$ cat src/rtl/qrl_pkg.sv
// shared types and constants for the quota reservation ledger
`default_nettype none
package qrl_pkg;

  localparam logic [2:0] OP_RESERVE = 3'd0;
  localparam logic [2:0] OP_COMMIT  = 3'd1;
  localparam logic [2:0] OP_CANCEL  = 3'd2;
  localparam logic [2:0] OP_RELEASE = 3'd3;
  localparam logic [2:0] OP_TOTAL   = 3'd4;

  localparam logic [2:0] RC_OK       = 3'd0;
  localparam logic [2:0] RC_INVALID  = 3'd1;
  localparam logic [2:0] RC_CORRUPT  = 3'd2;
  localparam logic [2:0] RC_OVERFLOW = 3'd3;
  localparam logic [2:0] RC_BUSY     = 3'd4;
  localparam logic [2:0] RC_EXCEEDED = 3'd5;

  localparam logic [1:0] ST_FREE      = 2'd0;
  localparam logic [1:0] ST_RESERVED  = 2'd1;
  localparam logic [1:0] ST_COMMITTED = 2'd2;

  typedef struct packed {
    logic [2:0]  op;
    logic [63:0] request_bytes;
    logic        enforce_limit;
    logic [3:0]  handle_slot;
    logic [63:0] handle_generation;
    logic        alloc_fail;
  } in_item_t;

  typedef struct packed {
    logic [2:0]  status;
    logic [3:0]  granted_slot;
    logic [63:0] granted_generation;
    logic        warned;
    logic [63:0] charged_total;
    logic [63:0] limit_event_count;
    logic [63:0] denial_count;
    logic [63:0] failure_count;
  } out_item_t;

  // controller to datapath
  typedef struct packed {
    logic load;     // capture input item, clear scan state
    logic scan;     // examine one slot at the scan index
    logic decide;   // evaluate checks on the scan result
    logic commit;   // apply the update and form the result
  } qrl_cmd_t;

  // datapath to controller
  typedef struct packed {
    logic scan_last;
  } qrl_sts_t;

endpackage
`default_nettype wire

$ cat src/rtl/qrl_ctrl.sv
// sequencer for load, slot scan, check and update of one item
`default_nettype none
module qrl_ctrl (
  input  wire logic            clk,
  input  wire logic            rst,
  input  wire logic            in_valid,
  output logic                 in_stall,
  output logic                 out_valid,
  input  wire logic            out_stall,
  output qrl_pkg::qrl_cmd_t    cmd,
  input  wire qrl_pkg::qrl_sts_t sts
);

  typedef enum logic [4:0] {
    S_IDLE   = 5'b00001,
    S_SCAN   = 5'b00010,
    S_DECIDE = 5'b00100,
    S_UPDATE = 5'b01000,
    S_OUT    = 5'b10000
  } state_t;

  state_t state, state_next;

  always_comb begin
    state_next = state;
    cmd = '0;
    in_stall = 1'b1;
    out_valid = 1'b0;
    unique case (state)
      S_IDLE: begin
        // no transfer is taken while reset is held
        in_stall = rst;
        if (in_valid && !rst) begin
          cmd.load = 1'b1;
          state_next = S_SCAN;
        end
      end
      S_SCAN: begin
        cmd.scan = 1'b1;
        if (sts.scan_last) state_next = S_DECIDE;
      end
      S_DECIDE: begin
        cmd.decide = 1'b1;
        state_next = S_UPDATE;
      end
      S_UPDATE: begin
        cmd.commit = 1'b1;
        state_next = S_OUT;
      end
      S_OUT: begin
        out_valid = 1'b1;
        if (!out_stall) state_next = S_IDLE;
      end
      default: state_next = S_IDLE;
    endcase
  end

  always_ff @(posedge clk) begin
    if (rst) state <= S_IDLE;
    else state <= state_next;
  end

endmodule
`default_nettype wire

$ cat config.mk
export PLATFORM = sky130hd
export DESIGN_NAME = qrl_ctrl
export DESIGN_NICKNAME = d
export VERILOG_FILES = /design/src/rtl/qrl_pkg.sv /design/src/rtl/qrl_ctrl.sv
export SDC_FILE = /design/constraint.sdc
export NUM_CORES = 1
export LEC_CHECK = 0
export BUFFER_PORTS_ARGS = -buffer_cell sky130_fd_sc_hd__buf_4
export CAP_MARGIN = 30
export CORE_AREA = 2 2 39 41
export DETAILED_ROUTE_END_ITERATION = 8
export DIE_AREA = 0 0 41 43
export PLACE_DENSITY = 0.48
export SETUP_SLACK_MARGIN = 0.3
export SYNTH_ARGS = -nofsm -noshare
export SYNTH_HDL_FRONTEND = slang
export SYNTH_SLANG_ARGS = --single-unit
$ cat constraint.sdc
create_clock -name clk -period 1.24 [get_ports clk]
set_input_delay 0.062 -clock clk [delete_from_list [all_inputs] [get_ports clk]]
set_output_delay 0.062 -clock clk [all_outputs]
set_load 0.005 [all_outputs]
==> impl_results.md <==
* Die X-Extent at 41 um
* # setup viols final at 1
* DIE HEIGHT at between 40 and 50 um
* CTS clk-pin slew, worst paths at 0.05 ns
* DRT antenna net count at 0
* DRT Wirelength at 874 um
* Power, Total at 497.1 uW
* H-tree levels at 1
* Starting Density at 20.71%
* Layout cells sized above 1 at 69.49%
* HPWL Detailed at 493.4 um
* Post-layout util at about 43%
* R2R Path End: state[0]
* Critical path class: flop to primary output
* Antenna diodes at 0
* Ports at 11
* Gr ovfl total at 0
* Hold Path Sink: state[0]
* Critical path launch point type: flop
* Max Cap Viol at 0
* LEAKAGE at 0.0002466 uW
* Row cnt at 14
* Seq/Total Area, Yosys at 34.93%
* Maximum clock rate at between 700 and 800 MHz
* Die area at 0.001763 mm2
* Worst ir drop on vdd at about 0.38 mV
* Drt first-iter violations at 4
* Largest net degree at the start of global routing at 8
* DRC at 0
* Largest register FFs at 5
* Max clock buf depth at 2
* Max-slew headroom at about four fifths
* CP required at 1.18 ns
* YS warnings at 0
* Syn-to-layout area delta at 107.0%
* Inst Count DP at roughly 60
* Global-route wire length before repair at 1359 um
* Hold depth at 3
* Final Skew at approximately 0.0036 ns
* Worst Setup End Kind: primary output
* Clock sink total at 5
* RSZ-0062 raised after global routing: yes
* Vias in the first global route at 340
* Clk root buf: clkbuf_4
* Slew Limit Fails at 0
* #FFs+latches synth at 5
* Status: finished with violations
* Peak fanout along the critical path at 3
* Final WS setup at -0.05945 ns
* Pwr/cell area at 838.2 mW/mm2
* Yosys cell types at 19
* Min Tclk post-route at 1.299 ns
* Cts bufs inserted at 3
* R2R Setup Slk at 0.05 ns
* Final Hold Viols at 0
* Biggest register: state
* All-Layer GR Usage at 11.67%
* Worst endpoint data arrival time at 1.24 ns
* Largest registers: state x5
* Number of vias per cell at ~4.6
* Failing checks: setup timing
* Total Neg Setup Slack at -0.05945 ns
* Drt wl/cell at 11.65 um
* HP Class: input port to flop
* Syn nets at 37
* Core Footprint at 0.001384 mm2
* Initial antenna violation count at 0
* Drt pass-1 iters at 4
* Fin cells at 75
* Gp weighted congestion at 0.7659
* Worst r2r path cells at 5
* NumNets Final at 65
* Critical register-to-register path startpoint: state[1]
* Area of the mapped netlist at 286.5 um2
* Syn_area_per_cell at 8.954 um2
* I/O Buffers at 10
* Period utilisation layout at 104.8%
* Routed vias at 344
* TritonCTS clock tree: yes
* Syn Inst Count at 32
* Slew @ Worst Pin at between 0.2 and 0.3 ns
* Clk_lat worst skew at 0.24 ns
* HP Start: rst
* Final hold slack at 0.05489 ns
## logic make-up after synthesis
| family | after synthesis | synth area share (%) |
|---|---|---|
| buf+inv | 1 | 1.309 |
| simple gates | 21 | 49.79 |
| compound gates | 5 | 13.97 |
| flops | 5 | 34.94 |
## cell usage after synthesis
cell type  number  area, um2
nor2b_1         1      6.260
o31ai_2         1      12.51
a21oi_1         2      10.01
inv_1           1      3.750
a41oi_1         1      8.760
o31a_1          1      8.760
nor4b_1         1      8.760
nand4b_1        1      8.760
and3_2          1      7.510
dfxtp_1         5      100.1
nor2_1          5      18.77
nor4bb_1        1      10.01
and2_2          1      7.510
nor3_1          1      5.000
or3_1           1      6.260
nor3b_1         3      22.52
and3b_1         3      26.28
or2b_1          1      7.510
nand3b_1        1      7.510
## worst max path at each step
stage                     startpoint   endpoint  slack (ns)  cells past startpoint
final                       state[1]  out_valid       -0.06                      3
after CTS                   state[1]  out_valid       -0.07                      3
after floorplan             state[1]   state[2]        0.25                      3
after global routing        state[1]  out_valid       -0.12                      3
after detailed placement    state[2]  out_valid        0.16                      3
after global placement      state[2]  out_valid        0.17                      3
## worst max-delay path, cell delays in order, from the launching register on
cell	delay, ns
dfxtp_2	0.32
or3_4	0.40
nor3b_2	0.15
buf_4	0.12
## final cells by class
type                       instances  area, um2
tap                               16      20.02
inverter                           1      3.754
timing repair buffer              23      196.4
fill                             143      790.8
sequential                         5      113.9
multi-input combinational         26      232.7
clock buffer                       4      26.28
## where the power goes
part | internal, uW | switching (uW) | total (uW) | leakage [uW]
clock | 122 | 69.7 | 192 | 0.0000150
combinational | 80.5 | 51.3 | 132 | 0.000188
sequential | 166 | 7.91 | 174 | 0.0000433
total | 368 | 129 | 497 | 0.000247
## per-layer routing
layer,up-vias,routed length (um),global-route usage [%]
met5,-,0,0
met4,0,0,8.000
met3,0,40,3.141
met2,7,489,17.50
met1,160,344,13.59
li1,177,-,-
## placed cells by master (no fill, tap or decap), types with 2 or more instances in the layout
master / instances
a21oi_1: 2
and3b_2: 2
buf_4: 16
buf_6: 5
clkbuf_4: 3
dfxtp_2: 2
dfxtp_4: 3
dlygate4sd3_1: 2
nor2_1: 3
nor2_2: 2
nor3b_1: 2
## repair_timing
item,4_1_cts,5_1_grt
pin swaps,8,1
gates resized for setup,12,3
endpoints found under the hold margin,1,0
endpoints found under the setup margin,11,11
hold buffers,2,0
setup buffers,9,1
## per-stage QoR
stage               setup WS [ns]  cell area, um2
detailed placement         0.1623           415.4
global route              -0.1154           593.1
finish                   -0.05945           593.1
floorplan                  0.2483           312.8
global placement           0.1670           415.4
CTS                      -0.07426           566.8
Note: power is estimated with default switching activity, not from simulation.
